[src/design/pal_pkg.sv]
// Package for the positional array list: operation codes, status codes and cell control.
package pal_pkg;

	localparam int FUNC_W   = 3;
	localparam int POS_W    = 7;
	localparam int WORD_W   = 32;
	localparam int STATUS_W = 2;
	localparam int LEN_W    = 8;

	localparam logic [FUNC_W-1:0] OP_INSERT  = 3'd0;
	localparam logic [FUNC_W-1:0] OP_DELETE  = 3'd1;
	localparam logic [FUNC_W-1:0] OP_READ    = 3'd2;
	localparam logic [FUNC_W-1:0] OP_REPLACE = 3'd3;
	localparam logic [FUNC_W-1:0] OP_CLEAR   = 3'd4;

	localparam logic [STATUS_W-1:0] ST_OK    = 2'd0;
	localparam logic [STATUS_W-1:0] ST_FULL  = 2'd1;
	localparam logic [STATUS_W-1:0] ST_EMPTY = 2'd2;
	localparam logic [STATUS_W-1:0] ST_RANGE = 2'd3;

	// Broadcast to every cell; at most one bit is set, and only on a successful beat.
	typedef struct packed {
		logic ins;
		logic del;
		logic rep;
	} pal_cell_ctrl_t;

endpackage

[src/design/pal_cell.sv]
// One storage cell of the list: holds one entry and trades it with its neighbors.
module pal_cell #(
	parameter int INDEX = 0,
	parameter int CMP_W = 8
) (
	input  logic                                clk,
	input  pal_pkg::pal_cell_ctrl_t             ctrl,
	input  logic [CMP_W-1:0]                    pos,
	input  logic signed [pal_pkg::WORD_W-1:0]   value,
	input  logic signed [pal_pkg::WORD_W-1:0]   left,
	input  logic signed [pal_pkg::WORD_W-1:0]   right,
	output logic signed [pal_pkg::WORD_W-1:0]   entry,
	output logic signed [pal_pkg::WORD_W-1:0]   tap
);
	import pal_pkg::*;

	localparam logic [CMP_W-1:0] MY_IDX = CMP_W'(INDEX);

	logic                       hit;
	logic                       above;
	logic signed [WORD_W-1:0]   entry_q;

	assign hit   = (pos == MY_IDX);
	assign above = (MY_IDX > pos);

	// Payload only; an entry is meaningful once the count covers it.
	always_ff @(posedge clk) begin
		if (ctrl.ins && above) begin
			entry_q <= left;
		end else if ((ctrl.ins || ctrl.rep) && hit) begin
			entry_q <= value;
		end else if (ctrl.del && (above || hit)) begin
			entry_q <= right;
		end
	end

	assign entry = entry_q;
	assign tap   = hit ? entry_q : '0;

endmodule

[config.mk]
export PLATFORM = sky130hd
export DESIGN_NAME = pal_cell
export DESIGN_NICKNAME = d
export VERILOG_FILES = /design/src/design/pal_pkg.sv /design/src/design/pal_cell.sv
export SDC_FILE = /design/constraint.sdc
export NUM_CORES = 1
export LEC_CHECK = 0
export BUFFER_PORTS_ARGS = -buffer_cell sky130_fd_sc_hd__buf_4
export CORE_MARGIN = 2
export CORE_UTILIZATION = 39
export CTS_CLUSTER_DIAMETER = 50
export DETAILED_ROUTE_END_ITERATION = 10
export MAX_ROUTING_LAYER = met4
export PLACE_DENSITY = 0.89
export SETUP_SLACK_MARGIN = 0.05
export SYNTH_ARGS = -nofsm -noshare
export SYNTH_HDL_FRONTEND = slang
export SYNTH_SLANG_ARGS = --single-unit
[constraint.sdc]
create_clock -name clk -period 4.6 [get_ports clk]
set_clock_uncertainty 0.2 [all_clocks]
set_input_delay 0.46 -clock clk [delete_from_list [all_inputs] [get_ports clk]]
set_output_delay 0.46 -clock clk [all_outputs]
set_load 0.01 [all_outputs]
==> flow_metrics.tcl, run 1 <==
set metrics [dict create \
    syn_inst 110 \
    viasPerCell 4.90 \
    nets 357 \
    cts_buffer_depth 2 \
    insertedDiodeCount 0 \
    place.gp.congestion 0.816 \
    layout_commonest_cell "buf_4" \
    end_kind "flip-flop" \
    leakage_nw 1.53 \
    die_w_um 71.4 \
    relSlewSlack_pct 16.7 \
    route.vias.total 1481 \
    hold_class "input pin to flip-flop" \
    areaGrowthSynthToFinish_pct 64.8 \
    cp.arrival_ps 2630 \
    numCtsBuffers 5 \
    grt_pass1_wl_um 7480 \
    synth_top_area_share_pct 54.3 \
    root_buffer "clkbuf_8" \
    dr.first_iter.drc_count 62 \
    grt-ovfl-total 0 \
    syn-cell-area_sq_um 1770 \
    hpwl_um 3890 \
    yosys_warnings 0 \
    htree_num_levels 2 \
    setup_viol 0 \
    firstDrtPassIters 4 \
    run_status "finished, final reports clean" \
    final_cell_mix "buf_4 (141), edfxtp_1 (32), mux2_4 (30)" \
    power_density_nw_per_um2 210 \
    grt_start_max_net_pins 35 \
    cts_tree "done" \
    worstSetupStartpointType "input pin" \
    ys_seq_area_share_pct 54.3 \
    port_buffers 139 \
    place_ws_ps 1500 \
    power.total_mw 0.612 \
    synth.distinct_cells 11 \
    tightestPinTransition_ps 1250 \
    initial_core_util_pct 40.7 \
    layout-drive-gt1-share_pct 74.0 \
    rows 24 \
    timing.final.ws_setup_ps 1800 \
    grt_usage_pct 20.4 \
    synth_area_per_cell_sq_um 16.1 \
    yosysTopAreaCell "edfxtp_1" \
    max-vdd-ir-drop_mv 0.139 \
    cts_setup_buffers 0 \
    rsz0062_at_grt "false" \
    grt_pass1_vias 1564 \
    routed_wl_um 5110 \
    fmax_ghz 0.357 \
    antenna_found_initial 0 \
    fin_crit_sh_pct 60.9 \
    slew_violations 0 \
    synth.area.top_cells "edfxtp_1 (54%), mux2_4 (25%), and3_1 (10%)" \
    largest_reg_flops 32 \
    hold_viol_final 0 \
    clkSinkCount 32 \
    clk_pin_slew_ps 70 \
    path_max_fanout 32 \
    drv_cap 0 \
    synth.net_count 218 \
    die_area_sq_um 5090 \
    ios 172 \
    hold_buffers 0 \
    wl_per_cell_um 16.9 \
    final_antenna_net_count 0 \
    die_y_um 71.4 \
    yosys_register_bits 32 \
    min_period_ps 2800 \
    cts_resized 0 \
    drc 0 \
    fin_tns_setup_ps 0 \
    required_ps 4430 \
    path_class "input pin to flip-flop" \
    coreArea_sq_um 4350 \
]
## area by class of cell
| cell class | instances | area (sq um) |
|---|---|---|
| tap | 52 | 65.1 |
| fill | 317 | 1440 |
| timing repair buffer | 141 | 1060 |
| clock buffer | 7 | 76.3 |
| sequential | 32 | 961 |
| multi-input combinational | 69 | 753 |
| clock inverter | 1 | 3.75 |
## synth_stat cells (all sizes together)
cell type,count
or2,1
mux2,32
nor4,2
and3,32
nand3,1
o211a,1
edfxtp,32
buf,3
clkbuf,6
## worst paths after layout
path | start | end | slack, ps | depth (start not counted)
worst max-delay path | pos[7] | entry[14]$_DFFE_PP_ | 1800 | 5
worst min-delay path | value[23] | entry[23]$_DFFE_PP_ | 270 | 2
## critical path: stages
cell	delay, ps
buf_4	120
nor4_4	660
buf_4	360
nand3_4	520
mux2_4	490
## power by group
group          switching [mW]  total (mW)  internal (mW)  leakage (nW)
logic                  0.0214      0.0834         0.0620          1.21
registers            0.000498       0.322          0.322         0.288
clock network           0.101       0.207          0.105        0.0399
## metrics by stage
step | util [%] | hold WS (ps) | std cells | area (sq um)
4_1_cts | 67.0 | 265 | 302 | 2920
3_5_place_dp | 65.2 | 564 | 294 | 2840
3_3_place_gp | 65.2 | 561 | 294 | 2840
6_report | 67.0 | 271 | 302 | 2920
5_1_grt | 67.0 | 265 | 302 | 2920
2_1_floorplan | - | 477 | 110 | 1770
## per-layer routing
metal / GRT usage (%) / vias up / part of all wire, %
li1: - / 703 / -
met1: 23.0 / 693 / 39
met2: 34.6 / 76 / 53
met3: 5.06 / 9 / 6.5
met4: 8.18 / 0 / 1.6
met5: - / - / 0
## kinds of logic after synthesis
logic type | after synthesis | synth area share (%)
DFF | 32 | 54.3
buffers and inverters | 9 | 3.18
muxes | 32 | 26.7
AOI/OAI and AO/OA | 1 | 0.565
and+or+nand+nor | 36 | 15.3
Power figures use the tool's default switching activity.
==> run 2: changes to the inputs <==
--- a/config.mk
+++ b/config.mk
@@ -5,13 +5,14 @@
 export SDC_FILE = /design/constraint.sdc
 export NUM_CORES = 1
 export LEC_CHECK = 0
+export ABC_AREA = 1
 export BUFFER_PORTS_ARGS = -buffer_cell sky130_fd_sc_hd__buf_4
 export CORE_MARGIN = 2
-export CORE_UTILIZATION = 39
+export CORE_UTILIZATION = 36
 export CTS_CLUSTER_DIAMETER = 50
 export DETAILED_ROUTE_END_ITERATION = 10
 export MAX_ROUTING_LAYER = met4
-export PLACE_DENSITY = 0.89
+export PLACE_DENSITY = 0.83
 export SETUP_SLACK_MARGIN = 0.05
 export SYNTH_ARGS = -nofsm -noshare
 export SYNTH_HDL_FRONTEND = slang
==> constraint.sdc (replaced) <==
create_clock -name clk -period 2.7 [get_ports clk]
set_clock_uncertainty 0.2 [all_clocks]
set_input_delay 0.27 -clock clk [delete_from_list [all_inputs] [get_ports clk]]
set_output_delay 0.27 -clock clk [all_outputs]
set_load 0.01 [all_outputs]
==> run 2 against run 1 <==
Synthesized area grew 0.14%. Sequential share of layout area grew 0.071 points. Die area grew 8.0%. Cell area shrank 0.21%. Wire length shrank 3.1%. Flip-flop and latch count is the same.
==> flow_metrics.tcl, run 2 <==
set metrics [dict create \
    path_class "input pin to output pin" \
    cts_buffer_depth 2 \
    ios 172 \
    slew_violations 0 \
    grt_usage_pct 18.6 \
    die_area_sq_um 5500 \
    place.gp.congestion 0.912 \
    fin_crit_sh_pct 64.7 \
    hold_class "input pin to flip-flop" \
    crit_chain "buf_4, nor2_1, nand2_1, nor2_4, inv_2, nor2_1, buf_4" \
    clkSinkCount 32 \
    synth_common_cells "nand2_1 (66), nor2_1 (38), edfxtp_1 (32), inv_1 (32), nand3_1 (32)" \
    rsz0062_at_grt "false" \
    dr.first_iter.drc_count 46 \
    switching_share_pct 20.4 \
    power.total_mw 1.01 \
    synth.distinct_cells 12 \
    htree_num_levels 2 \
    layout_commonest_cell "buf_4" \
    intPower_mw 0.805 \
    syn_inst 217 \
    nets 462 \
    run_status "finished, final reports clean" \
    drc 0 \
    setup_viol 0 \
    grt-ovfl-total 0 \
    p_clk_share_pct 33.4 \
    viasPerCell 4.32 \
    leakage_nw 1.58 \
    seq_power_share_pct 54.3 \
    p_comb_share_pct 12.3 \
    async_reset_ff_share_pct 0 \
    path_max_fanout 33 \
    required_ps 2230 \
    fin_tns_setup_ps 0 \
    rows 25 \
    layout-drive-gt1-share_pct 43.4 \
    wl_per_cell_um 11.7 \
    synth_top_area_share_pct 54.2 \
    initial_core_util_pct 37.5 \
    drv_cap 0 \
    tightestPinTransition_ps 567 \
    critPathSlowestCell "inv_2" \
    end_kind "output pin" \
    fmax_ghz 0.572 \
    grt_pass1_wl_um 7530 \
    relSlewSlack_pct 62.1 \
    coreArea_sq_um 4720 \
    die_y_um 74.2 \
    insertedDiodeCount 0 \
    areaGrowthSynthToFinish_pct 64.2 \
    antenna_found_initial 0 \
    yosys_register_bits 32 \
    synth.net_count 325 \
    switchingPower_mw 0.206 \
    synth_area_per_cell_sq_um 8.17 \
    grt_pass1_vias 1734 \
    final_cell_mix "buf_4 (143), nand2_1 (66), nor2_1 (37)" \
    synth.most_common_cell "nand2_1" \
    cts_tree "done" \
    yosys_warnings 0 \
    hpwl_um 3830 \
    cts_setup_buffers 0 \
    cts_resized 0 \
    final_antenna_net_count 0 \
    min_period_ps 1750 \
    worstSetupStartpointType "input pin" \
    grt_start_max_net_pins 34 \
    die_w_um 74.2 \
    syn-cell-area_sq_um 1770 \
    largest_reg_flops 32 \
    route.vias.total 1822 \
    power_density_nw_per_um2 347 \
    synth-main-ff-cell "edfxtp_1" \
    fillCellCount 431 \
    clk_pin_slew_ps 60 \
    synth.area.top_cells "edfxtp_1 (54%), nand2_1 (14%), nand3_1 (9.0%)" \
    yosysTopAreaCell "edfxtp_1" \
    firstDrtPassIters 4 \
    ys_seq_area_share_pct 54.2 \
    hold_viol_final 0 \
    hold_buffers 0 \
    holdWs_ps 62.2 \
    port_buffers 139 \
    cp.arrival_ps 1280 \
    routed_wl_um 4950 \
    numCtsBuffers 5 \
    synth_edf_count 32 \
    max-vdd-ir-drop_mv 0.280 \
    slowest_delay_ps 230 \
    root_buffer "clkbuf_8" \
]
run 2: final cells by class:
type                       instances  area, sq um  area share (%)
timing repair buffer             143         1070            36.9
sequential                        32          961            33.0
multi-input combinational        139          587            20.2
inverter                          33          124            4.25
tap                               67         83.8            2.88
clock buffer                       5         68.8            2.36
clock inverter                     3         13.8           0.473
run 2: stage by stage:
stage | area (sq um) | std cells | worst slack, ps | utilization (%)
floorplan | 1780 | 217 | 512 | -
global placement | 2830 | 414 | 756 | 59.9
detailed placement | 2830 | 414 | 730 | 59.9
CTS | 2910 | 422 | 918 | 61.6
global route | 2910 | 422 | 752 | 61.6
finish | 2910 | 422 | 952 | 61.6
run 2: power by group through the flow:
| stage | Combinational, mW | Clock, mW | Sequential, mW |
|---|---|---|---|
| final | 0.124 | 0.338 | 0.549 |
| after global routing | 0.137 | 0.372 | 0.549 |
| after global placement | 0.122 | 0 | 0.560 |
| after CTS | 0.125 | 0.351 | 0.549 |
| after detailed placement | 0.125 | 0 | 0.560 |
| after floorplan | 0.0329 | 0 | 0.561 |
run 2: worst paths after layout:
check / start / to / slack [ps] / cells after the start
worst max-delay path: pos[1] / tap[31] / 950 / 7
worst min-delay path: right[5] / entry[5]$_DFFE_PP_ / 60 / 3
run 2: routing by layer:
metal | vias to the layer above | GRT usage, % | share of wire, %
li1 | 943 | - | -
met1 | 795 | 19.1 | 38
met2 | 76 | 33.6 | 53
met3 | 8 | 5.42 | 7.4
met4 | 0 | 6.87 | 1.8
met5 | - | - | 0
run 2: critical path, delay by kind of cell:
kind / cells / cell delay [ps]
buffers and inverters: 3 / 480
AND/OR/NAND/NOR: 4 / 520
run 2: cells by family after synthesis:
family	share of synthesized area, %
AND/OR/NAND/NOR	32.7
buffers and inverters	13.1
flip-flops	54.2
==> run 3: changes to the inputs <==
--- a/config.mk
+++ b/config.mk
@@ -8,11 +8,11 @@
 export ABC_AREA = 1
 export BUFFER_PORTS_ARGS = -buffer_cell sky130_fd_sc_hd__buf_4
 export CORE_MARGIN = 2
-export CORE_UTILIZATION = 36
+export CORE_UTILIZATION = 33
 export CTS_CLUSTER_DIAMETER = 50
 export DETAILED_ROUTE_END_ITERATION = 10
 export MAX_ROUTING_LAYER = met4
-export PLACE_DENSITY = 0.83
+export PLACE_DENSITY = 0.8
 export SETUP_SLACK_MARGIN = 0.05
 export SYNTH_ARGS = -nofsm -noshare
 export SYNTH_HDL_FRONTEND = slang
==> constraint.sdc (replaced) <==
create_clock -name clk -period 1.4 [get_ports clk]
set_clock_uncertainty 0.2 [all_clocks]
set_input_delay 0.14 -clock clk [delete_from_list [all_inputs] [get_ports clk]]
set_output_delay 0.14 -clock clk [all_outputs]
set_load 0.01 [all_outputs]
==> run 3 against run 2 <==
Cell count up 17%. Count of clock-buffer cells in the layout grew 2. First-iteration DRC count is 110% higher. Via count rose by 23%. Cell area up 28%. Non-clock buffer count increased by 68. Global-route usage up 3.8 points. Critical path depth is 1 higher. Sequential power grew 93%. Utilization increased by 11 points. Worst setup slack got worse by 930 ps.
==> flow_metrics.tcl, run 3 (synthesis gave the netlist of run 2 again) <==
set metrics [dict create \
    run_status "finished, final reports clean" \
    final_antenna_net_count 0 \
    initial_core_util_pct 34.5 \
    layout_commonest_cell "buf_4" \
    grt_usage_pct 22.4 \
    final_cell_mix "buf_4 (138), nand2_1 (64), dlygate4sd3_1 (64)" \
    die_area_sq_um 5970 \
    tightestPinTransition_ps 355 \
    insertedDiodeCount 0 \
    viasPerCell 4.53 \
    grt_pass1_vias 2238 \
    route.vias.total 2234 \
    path_class "input pin to output pin" \
    fmax_ghz 0.723 \
    fillCellCount 374 \
    end_kind "output pin" \
    crit_chain "buf_4, nor2_4, nand2_2, nor2_4, inv_4, buf_8, nor2_2, buf_4" \
    postLayoutCellArea_sq_um 3740 \
    dp.cells 420 \
    cts_tree "done" \
    worstSetupStartpointType "input pin" \
    grtUsageMet1_pct 22.3 \
    dr.first_iter.drc_count 98 \
    grt_start_max_net_pins 33 \
    max-vdd-ir-drop_mv 0.369 \
    largest_reg_flops 32 \
    grtUsageMet3_pct 4.71 \
    setup_viol 0 \
    grt-ovfl-total 0 \
    hold_viol_final 0 \
    wl_per_cell_um 13.7 \
    firstDrtPassIters 4 \
    layout-drive-gt1-share_pct 43.3 \
    cts_buffer_depth 2 \
    port_buffers 139 \
    drc 0 \
    holdWs_ps 259 \
    slew_violations 0 \
    cp.arrival_ps 1040 \
    fin_crit_sh_pct 98.7 \
    htree_num_levels 2 \
    routed_wl_um 6740 \
    clk_pin_slew_ps 60 \
    final_util_pct 72.7 \
    post_dp_cell_area_sq_um 2900 \
    rows 26 \
    areaGrowthSynthToFinish_pct 111 \
    drv_cap 0 \
    numCtsBuffers 5 \
    path_max_fanout 14 \
    antenna_found_initial 0 \
    hpwl_um 3860 \
    slowest_delay_ps 160 \
    hold_class "input pin to flip-flop" \
    rsz0062_at_grt "true" \
    clkSinkCount 32 \
    die_w_um 77.3 \
    required_ps 1060 \
    critPathSlowestCell "buf_8" \
    grt_pass1_wl_um 10100 \
    min_period_ps 1380 \
    die_y_um 77.3 \
    met2_usage_pct 41.0 \
    place.gp.congestion 0.779 \
    root_buffer "clkbuf_8" \
    coreArea_sq_um 5140 \
    instances_no_fill 493 \
    power_density_nw_per_um2 569 \
    nets 530 \
    leakage_nw 1.87 \
    relSlewSlack_pct 76.4 \
    ios 172 \
    top_usage_layer "met2" \
]
==> run 3: cell types whose count changed in the layout (fill, tap and decap cells not counted), sizes merged <==
cell / before / now
dlygate4sd3: 0 / 64
clkinv: 3 / 1
clkbuf: 5 / 7
buf: 143 / 147
==> run 3: final cells by class <==
type	count	area, sq um	share of cell area [%]
clock buffer	7	76.3	2.04
clock inverter	1	3.75	0.100
inverter	33	126	3.38
multi-input combinational	139	674	18.0
sequential	32	961	25.7
tap	70	87.6	2.34
timing repair buffer	211	1810	48.4
==> run 3: power by group <==
part	switching (mW)	internal [mW]	total [mW]
combinational	0.131	0.284	0.414
clock	0.308	0.346	0.654
sequential	0.00174	1.06	1.06
total	0.441	1.69	2.13
==> run 3: final timing paths <==
kind / start / endpoint / cells past startpoint
worst max-delay path: pos[7] / tap[29] / 8
worst min-delay path: ctrl[1] / entry[21]$_DFFE_PP_ / 4
==> run 3: stage by stage <==
step	setup WS, ps	setup TNS (ps)	power (mW)
finish	17.7	0	2.13
global route	-33.9	-116	2.22
CTS	36.6	0	2.13
detailed placement	-113	-6890	1.33
global placement	-94.5	-5190	1.32
floorplan	-290	-9280	1.15
==> run 3: per-layer routing <==
layer	part of all wire [%]	wire [um]
met4	3.9	265
met3	5.3	359
met5	0	0
met2	56	3760
met1	35	2360
==> run 3: what timing repair did <==
item                                    in CTS  in global routing
endpoints found under the hold margin       32                  0
endpoints found under the setup margin      32                 62
resized for setup                            9                 26
buffers inserted                             1                  0
hold buffers                                64                  0
cloned                                       0                  0
pin swaps                                    1                  1
==> run 3: worst max-delay path: cells and delay by family <==
family | cells | cell delay, ps
buf+inv | 4 | 480
simple gates | 4 | 400
